==> src/hdl/prd_pkg.sv <==
package prd_pkg;

  localparam int unsigned CFG_DATA_BITS = 16;
  localparam int unsigned THRESH_BITS   = 12;
  localparam int unsigned INTERVAL_BITS = 16;
  localparam int unsigned WARMUP_BITS   = 4;
  localparam int unsigned BPM_BITS      = 16;

  localparam logic [THRESH_BITS-1:0]   THRESHOLD_RESET    = 12'd2200;
  localparam logic [INTERVAL_BITS-1:0] MIN_INTERVAL_RESET = 16'd300;
  localparam logic [INTERVAL_BITS-1:0] MAX_INTERVAL_RESET = 16'd2000;
  localparam logic [WARMUP_BITS-1:0]   WARMUP_RESET       = 4'd5;
  localparam logic [BPM_BITS-1:0]      BPM_NUMERATOR      = 16'd60000;

  // one quotient bit per step
  localparam logic [3:0] DIV_LAST = 4'd15;

  typedef enum logic [1:0] {
    CFG_THRESHOLD    = 2'd0,
    CFG_MIN_INTERVAL = 2'd1,
    CFG_MAX_INTERVAL = 2'd2,
    CFG_WARMUP_BEATS = 2'd3
  } cfg_idx_e;

  typedef enum logic [1:0] {
    ST_IDLE,
    ST_CHECK,
    ST_DIV,
    ST_DONE
  } prd_state_e;

endpackage

==> src/hdl/prd_if.sv <==
interface prd_in_if #(
  parameter int SAMPLE_BITS = 12,
  parameter int TIME_BITS   = 32
) ();
  logic                   valid;
  logic                   ready;
  logic [SAMPLE_BITS-1:0] sample;
  logic [TIME_BITS-1:0]   time_ms;

  modport source (output valid, output sample, output time_ms, input ready);
  modport sink   (input valid, input sample, input time_ms, output ready);
endinterface

interface prd_out_if ();
  logic        valid;
  logic        ready;
  logic [15:0] bpm;

  modport source (output valid, output bpm, input ready);
  modport sink   (input valid, input bpm, output ready);
endinterface

==> src/hdl/pulse_rate_detector.sv <==
// Pulse rate detector.
// Input channel in_if carries one sensor sample and its millisecond timestamp
// per transaction; output channel out_if carries one BPM value for each beat
// whose interval to the previous beat lies strictly inside the configured
// window. Registers (threshold, min/max interval, warmup beats) are written
// through cfg_we_i/cfg_idx_i/cfg_wdata_i; the user must write them only while
// the block is idle, and the block itself does not enforce this. Writing the
// warmup count also restarts the warmup countdown. A sample that is not a
// measured beat leaves the block idle; a measured beat outside the window
// passes the window check and returns to idle. For a reporting beat the
// acceptance cycle forms the interval, ST_CHECK checks the window, ST_DIV runs
// 16 steps of the bit-serial restoring divider (one quotient bit per cycle),
// ST_DONE loads bpm_q; out_if.valid and in_if.ready then rise together.
// The output register parts the two channels: new samples are taken while a
// result waits. Only if a second result finishes before the first is taken
// does the block hold in its final step until out_if.ready.
// Reset clears the beat history and loads the registers with their defaults.
module pulse_rate_detector
  import prd_pkg::*;
#(
  parameter int SAMPLE_BITS = 12,
  parameter int TIME_BITS   = 32
) (
  input  logic                     clk_i,
  input  logic                     rst_ni,
  input  logic                     cfg_we_i,
  input  logic [1:0]               cfg_idx_i,
  input  logic [CFG_DATA_BITS-1:0] cfg_wdata_i,
  prd_in_if.sink                   in_if,
  prd_out_if.source                out_if
);

  localparam int CMP_BITS = (SAMPLE_BITS > THRESH_BITS) ? SAMPLE_BITS : THRESH_BITS;

  logic [THRESH_BITS-1:0]   threshold_q;
  logic [INTERVAL_BITS-1:0] min_int_q;
  logic [INTERVAL_BITS-1:0] max_int_q;

  logic                     above_q;
  logic                     prior_q;
  logic [TIME_BITS-1:0]     last_time_q;
  logic [WARMUP_BITS-1:0]   warm_left_q;

  prd_state_e               state_q, state_d;
  logic [TIME_BITS-1:0]     interval_q;
  logic [INTERVAL_BITS-1:0] div_q;
  logic [INTERVAL_BITS-1:0] rem_q;
  logic [BPM_BITS-1:0]      quo_q;
  logic [3:0]               cnt_q;
  logic                     out_valid_q;
  logic [BPM_BITS-1:0]      bpm_q;

  logic                     in_ready;
  logic                     accept;
  logic [CMP_BITS-1:0]      sample_x;
  logic [CMP_BITS-1:0]      thresh_x;
  logic                     is_beat;
  logic                     is_below;
  logic                     measure;
  logic                     in_window;
  logic                     out_free;
  logic                     div_run;
  logic                     out_load;
  logic [INTERVAL_BITS:0]   rem_shift;
  logic [INTERVAL_BITS+1:0] trial;
  logic                     q_bit;

  assign sample_x = CMP_BITS'(in_if.sample);
  assign thresh_x = CMP_BITS'(threshold_q);
  assign accept   = in_if.valid && in_ready;
  assign is_beat  = (sample_x > thresh_x) && !above_q;
  assign is_below = sample_x < thresh_x;
  assign measure  = is_beat && prior_q && (warm_left_q == '0);

  assign in_window = (interval_q > TIME_BITS'(min_int_q)) &&
                     (interval_q < TIME_BITS'(max_int_q));
  assign out_free  = !out_valid_q || out_if.ready;

  // restoring step: shift in the next dividend bit, subtract if it fits
  assign rem_shift = {rem_q, quo_q[BPM_BITS-1]};
  assign trial     = {1'b0, rem_shift} - {2'b00, div_q};
  assign q_bit     = !trial[INTERVAL_BITS+1];

  always_comb begin
    state_d = state_q;
    unique case (state_q)
      ST_IDLE: begin
        if (accept && measure) state_d = ST_CHECK;
      end
      ST_CHECK: begin
        state_d = in_window ? ST_DIV : ST_IDLE;
      end
      ST_DIV: begin
        if (cnt_q == DIV_LAST) state_d = ST_DONE;
      end
      ST_DONE: begin
        if (out_free) state_d = ST_IDLE;
      end
      default: state_d = ST_IDLE;
    endcase
  end

  always_comb begin
    in_ready = 1'b0;
    div_run  = 1'b0;
    out_load = 1'b0;
    unique case (state_q)
      ST_IDLE:  in_ready = 1'b1;
      ST_CHECK: ;
      ST_DIV:   div_run  = 1'b1;
      ST_DONE:  out_load = out_free;
      default:  ;
    endcase
  end

  always_ff @(posedge clk_i or negedge rst_ni) begin
    if (!rst_ni) begin
      state_q     <= ST_IDLE;
      threshold_q <= THRESHOLD_RESET;
      min_int_q   <= MIN_INTERVAL_RESET;
      max_int_q   <= MAX_INTERVAL_RESET;
      above_q     <= 1'b0;
      prior_q     <= 1'b0;
      last_time_q <= '0;
      warm_left_q <= WARMUP_RESET;
      cnt_q       <= '0;
      out_valid_q <= 1'b0;
    end else begin
      state_q <= state_d;

      if (accept) begin
        if (is_beat) begin
          prior_q     <= 1'b1;
          last_time_q <= in_if.time_ms;
          if (prior_q && warm_left_q != '0) warm_left_q <= warm_left_q - 1'b1;
        end
        if (is_beat) begin
          above_q <= 1'b1;
        end else if (is_below) begin
          above_q <= 1'b0;
        end
      end

      if (cfg_we_i) begin
        unique case (cfg_idx_e'(cfg_idx_i))
          CFG_THRESHOLD:    threshold_q <= cfg_wdata_i[THRESH_BITS-1:0];
          CFG_MIN_INTERVAL: min_int_q   <= cfg_wdata_i;
          CFG_MAX_INTERVAL: max_int_q   <= cfg_wdata_i;
          CFG_WARMUP_BEATS: warm_left_q <= cfg_wdata_i[WARMUP_BITS-1:0];
          default: ;
        endcase
      end

      if (state_q == ST_CHECK) begin
        cnt_q <= '0;
      end else if (div_run) begin
        cnt_q <= cnt_q + 1'b1;
      end

      if (out_load) begin
        out_valid_q <= 1'b1;
      end else if (out_if.ready) begin
        out_valid_q <= 1'b0;
      end
    end
  end

  // datapath, no reset
  always_ff @(posedge clk_i) begin
    if (accept && measure) begin
      interval_q <= in_if.time_ms - last_time_q;
    end
    if (state_q == ST_CHECK) begin
      div_q <= interval_q[INTERVAL_BITS-1:0];
      rem_q <= '0;
      quo_q <= BPM_NUMERATOR;
    end else if (div_run) begin
      rem_q <= q_bit ? trial[INTERVAL_BITS-1:0] : rem_shift[INTERVAL_BITS-1:0];
      quo_q <= {quo_q[BPM_BITS-2:0], q_bit};
    end
    if (out_load) begin
      bpm_q <= quo_q;
    end
  end

  assign in_if.ready  = in_ready;
  assign out_if.valid = out_valid_q;
  assign out_if.bpm   = bpm_q;

  a_div_advance: assert property (@(posedge clk_i) disable iff (!rst_ni)
    (state_q == ST_DIV && cnt_q != DIV_LAST) |=>
      (state_q == ST_DIV && cnt_q == $past(cnt_q) + 4'd1))
    else $error("divider step count skipped");

  a_div_nonzero: assert property (@(posedge clk_i) disable iff (!rst_ni)
    (state_q == ST_DIV) |-> (div_q != '0))
    else $error("division by zero interval");

  a_check_exit: assert property (@(posedge clk_i) disable iff (!rst_ni)
    (state_q == ST_CHECK) |=> (state_q == ST_IDLE || state_q == ST_DIV))
    else $error("window check left to wrong state");

  a_done_hold: assert property (@(posedge clk_i) disable iff (!rst_ni)
    (state_q == ST_DONE && out_valid_q && !out_if.ready) |=>
      (state_q == ST_DONE && $stable(bpm_q)))
    else $error("result overwrote pending output");

  a_load_valid: assert property (@(posedge clk_i) disable iff (!rst_ni)
    $past(out_load) |-> out_valid_q)
    else $error("loaded result not presented");

endmodule
==> src/flat_wrapper.sv <==
// flat-port wrapper written by rule: the top's interface ports become plain ports
module pulse_rate_detector_flat import prd_pkg::*;
#(
  parameter int SAMPLE_BITS = 12,
  parameter int TIME_BITS   = 32
)
  (clk_i, rst_ni, cfg_we_i, cfg_idx_i, cfg_wdata_i, in_if_valid, in_if_sample, in_if_time_ms, in_if_ready, out_if_valid, out_if_bpm, out_if_ready);
  prd_in_if #(.SAMPLE_BITS(SAMPLE_BITS), .TIME_BITS(TIME_BITS)) in_if_i ();
  prd_out_if out_if_i ();
  input  logic clk_i;
  input  logic rst_ni;
  input  logic cfg_we_i;
  input  logic [1:0] cfg_idx_i;
  input  logic [CFG_DATA_BITS-1:0] cfg_wdata_i;
  input wire logic [$bits(in_if_i.valid)-1:0] in_if_valid;
  input wire logic [$bits(in_if_i.sample)-1:0] in_if_sample;
  input wire logic [$bits(in_if_i.time_ms)-1:0] in_if_time_ms;
  output wire logic [$bits(in_if_i.ready)-1:0] in_if_ready;
  output wire logic [$bits(out_if_i.valid)-1:0] out_if_valid;
  output wire logic [$bits(out_if_i.bpm)-1:0] out_if_bpm;
  input wire logic [$bits(out_if_i.ready)-1:0] out_if_ready;
  assign in_if_i.valid = in_if_valid;
  assign in_if_i.sample = in_if_sample;
  assign in_if_i.time_ms = in_if_time_ms;
  assign in_if_ready = in_if_i.ready;
  assign out_if_valid = out_if_i.valid;
  assign out_if_bpm = out_if_i.bpm;
  assign out_if_i.ready = out_if_ready;
  pulse_rate_detector #(.SAMPLE_BITS(SAMPLE_BITS), .TIME_BITS(TIME_BITS)) u_core (.clk_i(clk_i), .rst_ni(rst_ni), .cfg_we_i(cfg_we_i), .cfg_idx_i(cfg_idx_i), .cfg_wdata_i(cfg_wdata_i), .in_if(in_if_i), .out_if(out_if_i));
endmodule
==> config.mk <==
export PLATFORM = sky130hd
export DESIGN_NAME = pulse_rate_detector_flat
export DESIGN_NICKNAME = d
export VERILOG_FILES = /design/src/hdl/prd_pkg.sv /design/src/hdl/prd_if.sv /design/src/hdl/pulse_rate_detector.sv /design/src/flat_wrapper.sv
export SDC_FILE = /design/constraint.sdc
export NUM_CORES = 1
export LEC_CHECK = 0
export BUFFER_PORTS_ARGS = -buffer_cell sky130_fd_sc_hd__buf_4
export CAP_MARGIN = 20
export CORE_ASPECT_RATIO = 1.25
export CORE_UTILIZATION = 54
export CTS_CLUSTER_DIAMETER = 50
export CTS_CLUSTER_SIZE = 30
export DETAILED_ROUTE_END_ITERATION = 7
export GPL_ROUTABILITY_DRIVEN = 0
export PLACE_DENSITY = 0.73
export SLEW_MARGIN = 5
export SYNTH_ARGS = -nofsm -noshare
export SYNTH_HDL_FRONTEND = slang
export SYNTH_SLANG_ARGS = --single-unit
==> constraint.sdc <==
create_clock -name clk_i -period 7.6 [get_ports clk_i]
set_clock_uncertainty 0.15 [all_clocks]
set_input_delay 0.76 -clock clk_i [delete_from_list [all_inputs] [get_ports clk_i]]
set_output_delay 0.76 -clock clk_i [all_outputs]
set_load 0.02 [all_outputs]
* Yosys cells after proc, flatten, opt, wreduce, memory -nomap -nowiden *
Cells that the tools add are included.

word-level totals
  output and inout port bits = 18
  register bits after elaboration = 185
  input port bits = 67
  word-level logic and storage cells = 77

operators by class
  reduce and logical (&&, ||, !) cells = 24
  $lt $le $gt $ge = 4
  $add $sub $neg = 4
  equal/unequal tests = 10
  multiplexer cells = 20

operators by type and width
  operator             count
  $gt 32x16->1         1
  $lt 32x16->1         1
  $sub 32x32->32       1
  $mux 4               7
  $sub 17x16->18       1
  $mux 16              1
  $gt 12x12->1         1
  $lt 12x12->1         1
  $reduce_and 2->1     5
  $eq 2x2->1 const B   4
  $mux 2               4
  $pmux 2 s4           1
  $logic_and 1x1->1    7
  $mux 1               7
  $ne 2x1->1 const B   3
  $reduce_bool 2->1    3
  $add 4x1->4 const B  1
  $eq 2x1->1 const B   2
  $eq 4x4->1 const B   1
  $logic_not 2->1      2
  $logic_not 4->1      1
  $reduce_bool 4->1    1
  $sub 4x1->4 const B  1
  $logic_not 1->1      3
  2 further kinds      2

* Longest topological paths before layout *
Gate-level depths: netlist (run 1).

  word-level depth = 7
  depth in mapped cells = 12
  mapped depth without buffers = 11

* Worst setup path before layout (run 1) *
Ideal clock, no wire load.

  kind = input-to-reg
  from = in in_if_sample[5]
  to = reg u_core.interval_q[0] (enable)
  setup time = 392 ps
  data required time = 7058 ps
  data arrival time = 3033 ps
  path slack = 4025 ps
  cell stages on the path = 8
  buffers on the path = 1
  path through = ha_1 > a21o_1 > a21o_1 > a21oi_1 > or2_2 > a31oi_1 > clkbuf_1 > and3_1

between the ends
  cells in the longest elaborated chain, start to end = 5

ends and longest elaborated chain
  item                             line                        source
  start, declared                  flat_wrapper.sv:16          input wire logic [$bits(in_if_i.sample)-1:0] in_if_sample;
  $gt 12x12->1                     pulse_rate_detector.sv:71   assign is_beat = (sample_x > thresh_x) && !above_q;
  $logic_and 1x1->1                pulse_rate_detector.sv:71
  $logic_and 1x1->1 (2 in series)  pulse_rate_detector.sv:73   assign measure = is_beat && prior_q && (warm_left_q == '0);
  $logic_and 1x1->1                pulse_rate_detector.sv:170  if (accept && measure) begin
  end signal, assigned             pulse_rate_detector.sv:171  interval_q <= in_if.time_ms - last_time_q;
  end, declared                    pulse_rate_detector.sv:45   logic [TIME_BITS-1:0] interval_q;

No other way between the ends.
A chain may end at the register's enable or synchronous reset.

* Worst setup path in the final report (run 1) *
  from = reg u_core.div_q[1]
  to = reg u_core.rem_q[1]

between the ends
  cells in the longest elaborated chain, start to end = 2

ends and longest elaborated chain
  item                    line                        source
  start, declared         pulse_rate_detector.sv:46   logic [INTERVAL_BITS-1:0] div_q;
  start signal, assigned  pulse_rate_detector.sv:174  div_q <= interval_q[INTERVAL_BITS-1:0];
  $sub 17x16->18          pulse_rate_detector.sv:81   assign trial = {1'b0, rem_shift} - {2'b00, div_q};
  $mux 16                 pulse_rate_detector.sv:178  rem_q <= q_bit ? trial[INTERVAL_BITS-1:0] : rem_shift[INTERVAL_BITS-1:0];
  end signal, assigned    pulse_rate_detector.sv:178
  end, declared           pulse_rate_detector.sv:47   logic [INTERVAL_BITS-1:0] rem_q;

No other way between the ends.

==> results.txt, run 1 <==
- Count of instances resized after the clock tree is built: 0
- Counting every net in the synthesized netlist gives 1159.
* Final setup violation count: 0
- Num ports: 85
- Vias after detailed routing: between 7000 and 8000
* Power per cell area: 310.2 nW/um2
- For this run, design rule violations remaining after detail routing come to 7.
* Area enclosed by the die boundary: just under 20000 um2
- The worst setup path is launched from a flip-flop.
- The area growth from synthesis to layout is 14.22%.
- Pin count of the biggest net entering global routing: between 60 and 70
* Critical-path cell with the highest stage delay: a211oi_2
- Status: complete, but fails checks
- The first global-routing pass estimated between 30 and 40 mm of wire.
- Critical register-to-register path startpoint: u_core.div_q[1]$_DFFE_PP_
- Cell types occupying the most area after synthesis: edfxtp_1 (19%), dfrtp_1 (18%), ha_1 (12%), dfxtp_1 (6.2%), dfstp_2 (4.1%)
- Placement-stage worst setup slack: 3.952 ns
* Peak supply drop: 0.2240 mV
- In this run the tool buffered the top-level ports with 84 buffer cells.
- After detailed routing, the number of vias per cell comes to 5.524.
- At the pin with the least slew margin, the transition time is 0.9072 ns.
- Chip Height: 156.5 um
- Core area: approximately 19000 um2
* Final #Nets: 1243
- Most frequent cell after synthesis: inv_1
* Setup repair after global routing missed its margin: no
* Fraction of final layout cells with drive strength greater than 1: 18.33%
- Hold Vio Cnt, Final: 0
- The critical path in this run is classified as flip-flop to flip-flop.
* Least setup slack across all paths after layout: roughly 4.2 ns
* Average routed wire per standard cell: 15.37 um
- Flop2flop setup slack: between 4 and 5 ns
* Hold-fix buffers at CTS: 0
- The initial antenna violation count was 0.
* Number of distinct standard cells referenced by the synthesized netlist: 77
* Detailed-placement wirelength estimate: 15.23 mm
- Register clock-pin slew on the reported worst setup and hold paths: 0.07 ns
- # H-tree levels: 4
- The first detailed-routing pass took 7 iterations.
- Count of filler cells inserted in the layout: 1555
- Violation count after the first detailed-routing iteration: 333
* Async set-or-reset flop fraction in the synthesized netlist: 48.11%
- Leakage: 5.204 nW
- Post-DRT Antenna Nets: 0
- Critical path, cell by cell: inv_1 -> ha_1 -> nor2b_4 -> o31a_2 -> o211ai_2 -> nand4_2 -> a31o_1 -> a211oi_2 -> buf_4 -> nor4b_1 -> a211o_2
- Worst min-delay path category: primary input to asynchronous set/reset pin
- Max Clk Rate: just under 300 MHz
* Total of max-cap violations: 0
- Measured in cells, the most critical reg-to-reg path has a length of 11.
- Yosys Warn Count: 0
* Initial cell density of the core: 55.13%
- Number of enable flip-flop cells after synthesis: 64
* Post-CTS Setup Repair Bufs: 0
* Final total negative setup slack: 0 ns
- GRT overflow: 0
- Routed wire length: around 20 mm
- At the worst endpoint, the arrival time is 3.55 ns.
* Cell chosen for the clock root: clkbuf_16
* Worst reg2reg endpoint: u_core.rem_q[1]$_SDFFE_PP0P_
- The count of final max-slew check failures is 0.
- Post-synthesis cell type with the largest combined area: edfxtp_1
* Synthesized area divided by synthesized cell count: 10.38 um2
- Headroom to the max-slew limit: between 30% and 40%
- The number of global-route vias before repair is approximately 7300.
* Syn Std Cell Area: roughly 10000 um2
- In the finished design, the share of the clock period the worst path needs comes to 44.54%.
- Counting flops and latches in the post-synthesis netlist gives 185.
* Leading register cell type out of synthesis: dfrtp_1
* Cts bufs inserted: 17
* Diodes inserted: 0
* Number of rows in the core area: 56
- Clock Path Buffers: 2
- For the worst setup path, the data required time is 7.77 ns.
* Maximum net fanout on the critical path: 15
* Clock network latency to the later pin of the worst-skew pair: 0.43 ns
- Synth top cells by count: inv_1 (109), ha_1 (96), nand2_1 (76)
- After layout, the minimum clock period comes to 3.385 ns.
- CTS saw 185 sinks.
- Die outline width: between 100 and 150 um
- The final reports fail on DRC.
- STA classifies the critical path endpoint as a flip-flop.
* Sequential-to-total area share from yosys stat: 46.63%
* Post-synth top area share: 18.63%
* Total routing usage reported by global routing: 21.90%
* Stage delay of the slowest cell on the critical path: 0.68 ns
- Synthesis produced a netlist whose cell count is 994.
- CTS tree: done
## sequential cells by signal, indices dropped and copies added (netlist names), named ones only
register and count:
u_core.max_int_q 16, u_core.quo_q 16, u_core.cnt_q 4, u_core.interval_q 32
u_core.state_q 1, u_core.out_if.valid 1, u_core.thresh_x 12, u_core.warm_left_q 4
u_core.rem_q 16, u_core.div_q 16, u_core.min_int_q 16, u_core.prior_q 1
u_core.last_time_q 32, u_core.out_if.bpm 16, u_core.above_q 1
## stage by stage
| step | utilization [%] | power, W | cell area, um2 | hold slack [ns] | std cells |
|---|---|---|---|---|---|
| after floorplan | - | 0.002412 | 10310 | 0.2764 | 994 |
| after global placement | 59.59 | 0.002706 | 11150 | 0.2930 | 1290 |
| after detailed placement | 59.59 | 0.002748 | 11150 | 0.2899 | 1290 |
| after CTS | 62.91 | 0.003681 | 11770 | 0.1275 | 1322 |
| after global routing | 62.97 | 0.003905 | 11780 | 0.1497 | 1323 |
| final | 62.97 | 0.003654 | 11780 | 0.1143 | 1323 |
## how the worst max path moves through the flow
stage,slack [ns],to,from
after floorplan,4.03,u_core.interval_q[0]$_DFFE_PP_,in_if_sample[5]
after global placement,4.04,u_core.interval_q[28]$_DFFE_PP_,in_if_time_ms[0]
after detailed placement,3.95,u_core.interval_q[28]$_DFFE_PP_,in_if_time_ms[0]
after CTS,4.22,u_core.rem_q[1]$_SDFFE_PP0P_,u_core.div_q[1]$_DFFE_PP_
after global routing,4.00,u_core.rem_q[6]$_SDFFE_PP0P_,u_core.div_q[1]$_DFFE_PP_
final,4.22,u_core.rem_q[1]$_SDFFE_PP0P_,u_core.div_q[1]$_DFFE_PP_
## routing by layer
metal,part of all wire (%),global-route usage (%),vias up
met3,2.5,3.692,35
met2,53,41.46,120
met4,2.5,9.059,0
met5,0,0,-
met1,42,24.14,3461
li1,-,-,3692
## critical path: cells and delay by family, from the launching register on
family,cells,cell delay (ns)
AO/OA/AOI/OAI,5,1.71
AND/OR/NAND/NOR,3,0.33
adder cells (fa/ha/maj),1,0.22
buffers and inverters,2,0.44
flip-flops,1,0.41
## cell usage in the layout, fill, tap and decap left out, types with 4 or more instances in the layout
cell type  Yosys  layout
a211oi_1      18      18
a21o_1        14      14
a21oi_1       48      48
a31oi_1        7       6
and3_1        10      10
buf_4          1      90
clkbuf_16      0      17
dfrtp_1       73      73
dfstp_2       16      16
dfxtp_1       32      32
edfxtp_1      64      64
ha_1          96      95
inv_1        109     109
inv_6          0       5
inv_8          0       4
mux2_2        37      37
mux2i_1       28      28
nand2_1       76      76
nand2b_1       4       4
nand3_1       16      16
nand4_1       12      12
nor2_1        64      64
nor2b_1       13      13
nor3_1        14      14
nor4_1         6       6
o211ai_1       5       5
o21a_1        22      22
o21ai_0       71      71
xnor2_1       32      32
xor2_1         9       9
## cell families (layout without fill, tap and decap cells)
family / Yosys count / in the layout / synth area share [%]
adder cells (fa/ha/maj): 98 / 98 / 12.03
multiplexers: 65 / 65 / 6.757
AND/OR/NAND/NOR: 240 / 240 / 11.22
XOR/XNOR: 41 / 41 / 3.482
flip-flops: 185 / 185 / 46.63
buffers and inverters: 135 / 232 / 5.459
AO/OA/AOI/OAI: 230 / 230 / 14.41
## area by class of cell
cell class / count / area (um2) / share of cell area (%)
multi-input combinational: 674 / 4964 / 42.14
sequential: 185 / 4810 / 40.83
timing repair buffer: 91 / 686.9 / 5.831
clock buffer: 17 / 425.4 / 3.611
inverter: 109 / 409.1 / 3.473
tap: 232 / 290.3 / 2.464
clock inverter: 15 / 195.2 / 1.657
## power breakdown
group | internal, W | total [W] | switching (W)
logic | 0.000589 | 0.00137 | 0.000783
clock network | 0.000505 | 0.000920 | 0.000415
registers | 0.00129 | 0.00136 | 0.0000734
(Power assumes the default switching activity.)
==> run 2: changes to the inputs <==
Settings changed: PLACE_DENSITY 0.73 to 0.76.
Clock period 7.6 ns to 2.9 ns, I/O delays scaled along.
==> run 2 against run 1 <==
  * The run still ends with DRC left
  * Worst hold slack worse by 0.097 ns
  * Worst setup slack worse by 4.1 ns
  * Combinational power grew to 3.0 times the previous value
  * Power grew to 2.7 times the previous value
  * Critical path type unchanged
  * Critical endpoint is now u_core.interval_q[29]$_DFFE_PP_
  * Largest cell class unchanged
==> results.txt, run 2 (synthesis gave the netlist of run 1 again) <==
- The worst setup path is launched from a flip-flop.
- The worst hold path belongs to the class primary input to flip-flop.
* Fraction of final layout cells with drive strength greater than 1: 21.37%
* Placed Cells: 1316
- Max Clk Rate: 356.4 MHz
- The root buffer cell chosen for the clock tree is clkbuf_16.
- Setup repair after global routing could not meet its margin everywhere.
- Routed wire length: 22.23 mm
- Initial antenna violation count: 0
- The number of global-route vias before repair was 8016.
- Post-route non-filler standard cell count: 1402
- The analysis attributes to cell leakage a power of 5.576 nW.
* Detailed-placement wirelength estimate: 15.60 mm
- After detailed routing, the average wire length per cell comes to 15.85 um.
- Measured slew at the worst slew-check pin: 0.6474 ns
* Final #Nets: between 1000 and 1500
- Leaving out fill and tap cells, the most frequent cell in the layout is buf_4.
* Largest registers: u_core.interval_q x32, u_core.last_time_q x32
- Per-cell via count in the routed design: about 5.5
- Post-DRT Antenna Nets: 0
- Post-route cell area: 12610 um2
- Of the available clock period, the critical path in the final layout requires 96.77%.
* Worst Hold Margin: 0.01759 ns
* Number of rows in the core area: 56
- Data arrives at the worst endpoint at 2.85 ns.
* Worst Path Class, Setup: flip-flop to flip-flop
- In this run the deepest clock path goes through 2 buffers.
- Counting every sink on the clock net gives 185.
- Chip Height: ~160 um
- Pin count of the biggest net entering global routing: 66
- Total of buffers placed on input and output ports: 84
- Pin placement for this block handled 85 I/O pins.
- Global routing consumed, over all layers together, between 20% and 30% of the routing resources.
- The final route contains 7766 vias.
* Max Transition Viols Final: 0
- Critical path endpoint category: flip-flop
- The die covers 19660 um2.
- First-pass GRT wire length: 36.76 mm
- Clock tree synthesis inserted a total of 17 buffers.
- For this run, the detailed router's first-pass iteration total came to 7.
- After layout, the design draws a total of 0.009935 W.
- The worst-case IR drop observed on VDD is 0.6586 mV.
- The library cells used most frequently in the layout, excluding fill and tap cells, are buf_4 (117), inv_1 (109), ha_1 (94), nand2_1 (76), dfrtp_1 (73).
* CTS tree: done
- Count of filler cells inserted in the layout: 1378
* Signed area change from the synthesized netlist to the final layout: 22.31%
- GRT overflow: 0
- Core area: 18710 um2
- Setup violations remaining at the end of the flow were counted as 0.
- Headroom to the max-slew limit: 56.84%
* Maximum net fanout on the critical path: 3
* Clock network latency to the later pin of the worst-skew pair: 0.44 ns
- Max-cap violations in this run came to 0.
- The placed instances occupy a cell area of 11390 um2.
- Initial cell density of the core: 55.13%
- For this run, design rule violations remaining after detail routing come to 4.
* Violation count after the first detailed-routing iteration: 477
* Critical path required time: 2.95 ns
- Register clock-pin slew on the reported worst setup and hold paths: 0.07 ns
- # H-tree levels: 4
* Violations in the final reports: DRC
- Status: complete, but fails checks
- 0 antenna diodes ended up in the layout.
- Power spread over the standard cell area amounts to about 790 nW/um2.
* Hold Vio Cnt, Final: 0
- The worst path in the final design needs a cycle of roughly 2.8 ns, including I/O delays and setup.
* Die outline width: 125.6 um
## run 2: cell count changes in the layout (fill, tap and decap cells not counted), moves of 3 or more
| cell | before | now |
|---|---|---|
| a21oi_2 | 0 | 4 |
| buf_4 | 90 | 117 |
| a21oi_1 | 48 | 44 |
| buf_12 | 0 | 3 |
| dlygate4sd3_1 | 0 | 49 |
## run 2: power breakdown
part | switching [W] | internal, W | leakage [nW]
Combinational | 0.00224 | 0.00185 | 3.40
Sequential | 0.000201 | 0.00338 | 1.89
Clock | 0.00111 | 0.00115 | 0.281
## run 2: critical path, cell delays in order (launching register included)
cell     delay [ns]
dfrtp_1        0.39
inv_1          0.07
ha_1           0.26
nor2b_1        0.14
o31a_1         0.29
o31ai_4        0.26
a21oi_2        0.13
or3_1          0.41
a31o_2         0.26
a21oi_2        0.14
xnor2_1        0.07
## run 2: metrics by stage
step	util, %	setup slack (ns)	TNS, ns
6_report	67.43	0.09377	0
5_1_grt	67.43	-0.07016	-0.1503
4_1_cts	66.63	0.003147	0
3_5_place_dp	60.86	-0.009162	-0.009162
3_3_place_gp	60.86	0.01702	0
2_1_floorplan	-	0.1549	0
## run 2: what timing repair did
item,CTS,global route
setup buffers,0,4
setup endpoints to repair,1,17
pin swaps,0,8
endpoints found under the hold margin,108,0
hold buffers,49,0
cloned,0,1
gates resized for setup,1,22
## run 2: worst paths after layout
path	startpoint	to	slack (ns)	cells after the start
setup reg to reg	u_core.last_time_q[1]$_DFFE_PN0P_	u_core.interval_q[29]$_DFFE_PP_	0.09	10
max in group asynchronous	rst_ni	u_core.max_int_q[9]$_DFFE_PN1P_	1.72	3
setup / recovery	u_core.last_time_q[1]$_DFFE_PN0P_	u_core.interval_q[29]$_DFFE_PP_	0.09	10
min in group asynchronous	rst_ni	u_core.last_time_q[29]$_DFFE_PN0P_	0.18	2
hold / removal	out_if_ready	u_core.out_if.valid$_DFFE_PN0P_	0.02	3
hold reg to reg	u_core.quo_q[1]$_SDFFE_PP0P_	u_core.out_if.bpm[1]$_DFFE_PP_	0.31	0
## run 2: routing by layer
| layer | global-route usage (%) | share of wire (%) | vias up |
|---|---|---|---|
| met5 | 0 | 0 | - |
| met4 | 11.15 | 3.4 | 0 |
| met3 | 3.966 | 3.2 | 53 |
| met2 | 43.57 | 53 | 168 |
| met1 | 26.25 | 40 | 3681 |
| li1 | - | - | 3864 |
## run 2: final cells by class
class	count	area (um2)	share of cell area [%]
clock buffer	17	425.4	3.372
clock inverter	15	153.9	1.220
inverter	109	409.1	3.243
multi-input combinational	674	5072	40.21
sequential	185	4810	38.13
tap	232	290.3	2.301
timing repair buffer	170	1454	11.53
==> run 3: changes to the inputs <==
Settings changed: CELL_PAD_IN_SITES_DETAIL_PLACEMENT set to 1, CELL_PAD_IN_SITES_GLOBAL_PLACEMENT set to 1, CORE_UTILIZATION 54 to 43, PLACE_DENSITY 0.76 to not set, PLACE_DENSITY_LB_ADDON set to 0.1, SLEW_MARGIN 5 to 20.
==> run 3 against run 2 <==
  * The run now ends clean
  * Sequential share of layout area shrank 0.78 points
  * Wire length rose by 12%
  * Combinational power increased by 4%
  * Worst setup slack worse by 0.0099 ns
  * Final area increased by 2.1%
  * Sequential cell count is the same
  * Die area rose by 25%
  * Final cell count rose by 5.6%
  * Power rose by 3.7%
==> results.txt, run 3 (synthesis gave the netlist of run 1 again) <==
* Status: completed
* Total clock sinks: 185
- Worst Path Class, Setup: primary input to flip-flop
- Post-DRT Antenna Nets: 0
- Drc violations: 0
- Hold Vio Cnt, Final: 0
* First drt pass iteration count: 4
* Per-cell via count in the routed design: 5.309
* CTS tree: done
- Measured along the x axis, the die boundary spans between 100 and 150 um.
- Signed area change from the synthesized netlist to the final layout: 24.87%
- Number of global-route vias before repair: 8221
- No sink is reached through more buffers than the 2 on the longest clock path.
* Placement-stage worst setup slack: -0.06598 ns
- The HPWL after detailed placement is 18.38 mm.
- The count of final max-slew check failures was 0.
* Worst reg2reg endpoint: u_core.interval_q[29]$_DFFE_PP_
- Total of buffers placed on input and output ports: 84
- 85 I/O pins were placed.
- Cell chosen for the clock root: clkbuf_16
- Part of the cycle the worst path needs: slightly below 100%
* Number of rows in the core area: 63
- Peak supply drop: ~0.46 mV
- Hold timing on the final database bottoms out at a slack of 0.02676 ns.
- Max-cap violations in this run came to 0.
* Cell area after placement: 11600 um2
* Critical path destination: u_core.interval_q[28]$_DFFE_PP_
- Cts bufs inserted: 17
* Routed wl met2: 13.61 mm
- Violation count after the first detailed-routing iteration: 212
* Fin util: between 50% and 60%
- Worst endpoint data arrival time: about 2.9 ns
* Cell depth of the worst flop-to-flop path: 11
- Global routing used 21.35% of the available tracks across all layers.
* Minimum period implied by the final worst setup slack: 2.816 ns
- Worst min-delay path category: primary input to flip-flop
- Summed over all nets, wire length on met3 after detailed routing comes to 490 um.
- Chip Height: 175.2 um
* Most common cell after layout, fill and taps aside: buf_4
- After global routing the overflow that remains totals 0.
- The initial antenna violation count is 0.
* Critical path endpoint category: flip-flop
- Diodes inserted: 0
- Flop2flop setup slack: 0.10 ns
- Sequential cell area: about 4800 um2
- Count of filler cells inserted in the layout: around 2600
- In the final layout, the share of cells above drive strength 1 is 22.29%.
* Least setup slack across all paths after layout: between 0.08 and 0.09 ns
* Critical path required time: 2.93 ns
- Setup repair after global routing missed its margin: yes
- Initial cell density of the core: 43.61%
- Final setup violation count: 0
- Final #Nets: between 1000 and 1500
* Commonest cells after routing, fill and taps aside: buf_4 (133), inv_1 (109), ha_1 (91), nand2_1 (76), dfrtp_1 (73)
* Core area: 23650 um2
* Leakage: ~5.7 nW
- Highest routing layer actually used: met4
* Vias after detailed routing: 7862
- Along the worst path, the maximum fanout reaches 4.
* Measured slew at the worst slew-check pin: 0.7232 ns
- Entering global routing, the biggest net connects 52 pins.
* Largest registers: u_core.interval_q x32, u_core.last_time_q x32
- Routed wire length: between 20 and 25 mm
- In the final routing, the length of wire on met1 measures 10.15 mm.
- Max Clk Rate: 355.1 MHz
- Post-route total power: approximately 0.01 W
- For the worst-skew pair, the clock arrives at the later sink with an insertion delay of approximately 0.44 ns.
- For this design the ratio of total power to cell area is 800.3 nW/um2.
- The worst pin sits at a relative slew slack of 51.79%.
- Post-route cell area: 12880 um2
* First-pass GRT wire length: a little over 40 mm
* Area enclosed by the die boundary: 24610 um2
- Dividing the detail-routed wire length by the instance count gives 16.82 um.
* Critical path origin: in_if_time_ms[2]
- Startpoint class of the critical path: primary input
- Critical register-to-register path startpoint: u_core.last_time_q[19]$_DFFE_PN0P_
- Clock-pin slew was measured on the worst setup and hold paths at 0.07 ns.
- # H-tree levels: 4
* Area of the multi-input gates: between 5000 and 6000 um2
## run 3: cell types whose count changed in the layout (fill, tap and decap cells not counted), moves of 3 or more
cell	previous run	this run
inv_8	4	0
clkinv_8	3	0
buf_6	0	4
buf_4	117	133
ha_1	94	91
## run 3: worst min-delay path by stage
stage	startpoint	endpoint	slack [ns]	cells after the start
floorplan	rst_ni	asynchronous set/reset pin	-0.16	0
global placement	rst_ni	u_core.thresh_x[6]$_DFFE_PN0P_	0.16	1
detailed placement	rst_ni	u_core.thresh_x[6]$_DFFE_PN0P_	0.17	1
CTS	out_if_ready	u_core.out_if.valid$_DFFE_PN0P_	0.01	3
global route	out_if_ready	u_core.out_if.valid$_DFFE_PN0P_	0.04	3
finish	out_if_ready	u_core.out_if.valid$_DFFE_PN0P_	0.03	3
## run 3: layout make-up
type                    instances  share of cell area [%]
repair buffers                189                   12.38
flip-flops and latches        185                   37.35
clock buffers                  22                   3.857
well taps                     292                   2.837
multi-input cells             674                   39.44
inverters                     109                   3.177
clock inverters                10                  0.9618
## run 3: power breakdown
group | internal, W | switching (W)
sequential | 0.00338 | 0.000203
clock | 0.00141 | 0.00105
combinational | 0.00195 | 0.00232
## run 3: repair_timing
item	in CTS	in global routing
hold buffers	49	0
pin swaps	0	14
gates cloned	0	1
endpoints found under the hold margin	108	0
endpoints found under the setup margin	2	24
buffers inserted	0	5
gates resized for setup	3	29
## run 3: metal layers
| layer | up-vias | global-route usage, % |
|---|---|---|
| met5 | - | 0 |
| met4 | 0 | 7.971 |
| met3 | 37 | 3.097 |
| met2 | 96 | 40.52 |
| met1 | 3834 | 23.96 |
| li1 | 3895 | - |
## run 3: through the flow
stage          std cells  setup TNS [ns]
2_1_floorplan        994               0
3_3_place_gp        1394        -0.04747
3_5_place_dp        1394         -0.1238
4_1_cts             1475               0
5_1_grt             1481         -0.5518
6_report            1481               0
## run 3: worst max-delay path, stage by stage
cell	delay [ns]
dlygate4sd3_1	0.54
buf_4	0.14
ha_1	0.31
buf_4	0.16
nand2b_1	0.08
a21o_1	0.14
a311oi_2	0.10
buf_4	0.16
o21ai_0	0.19
and3_4	0.27
o21ai_4	0.08
o41ai_2	0.27
xnor2_1	0.11
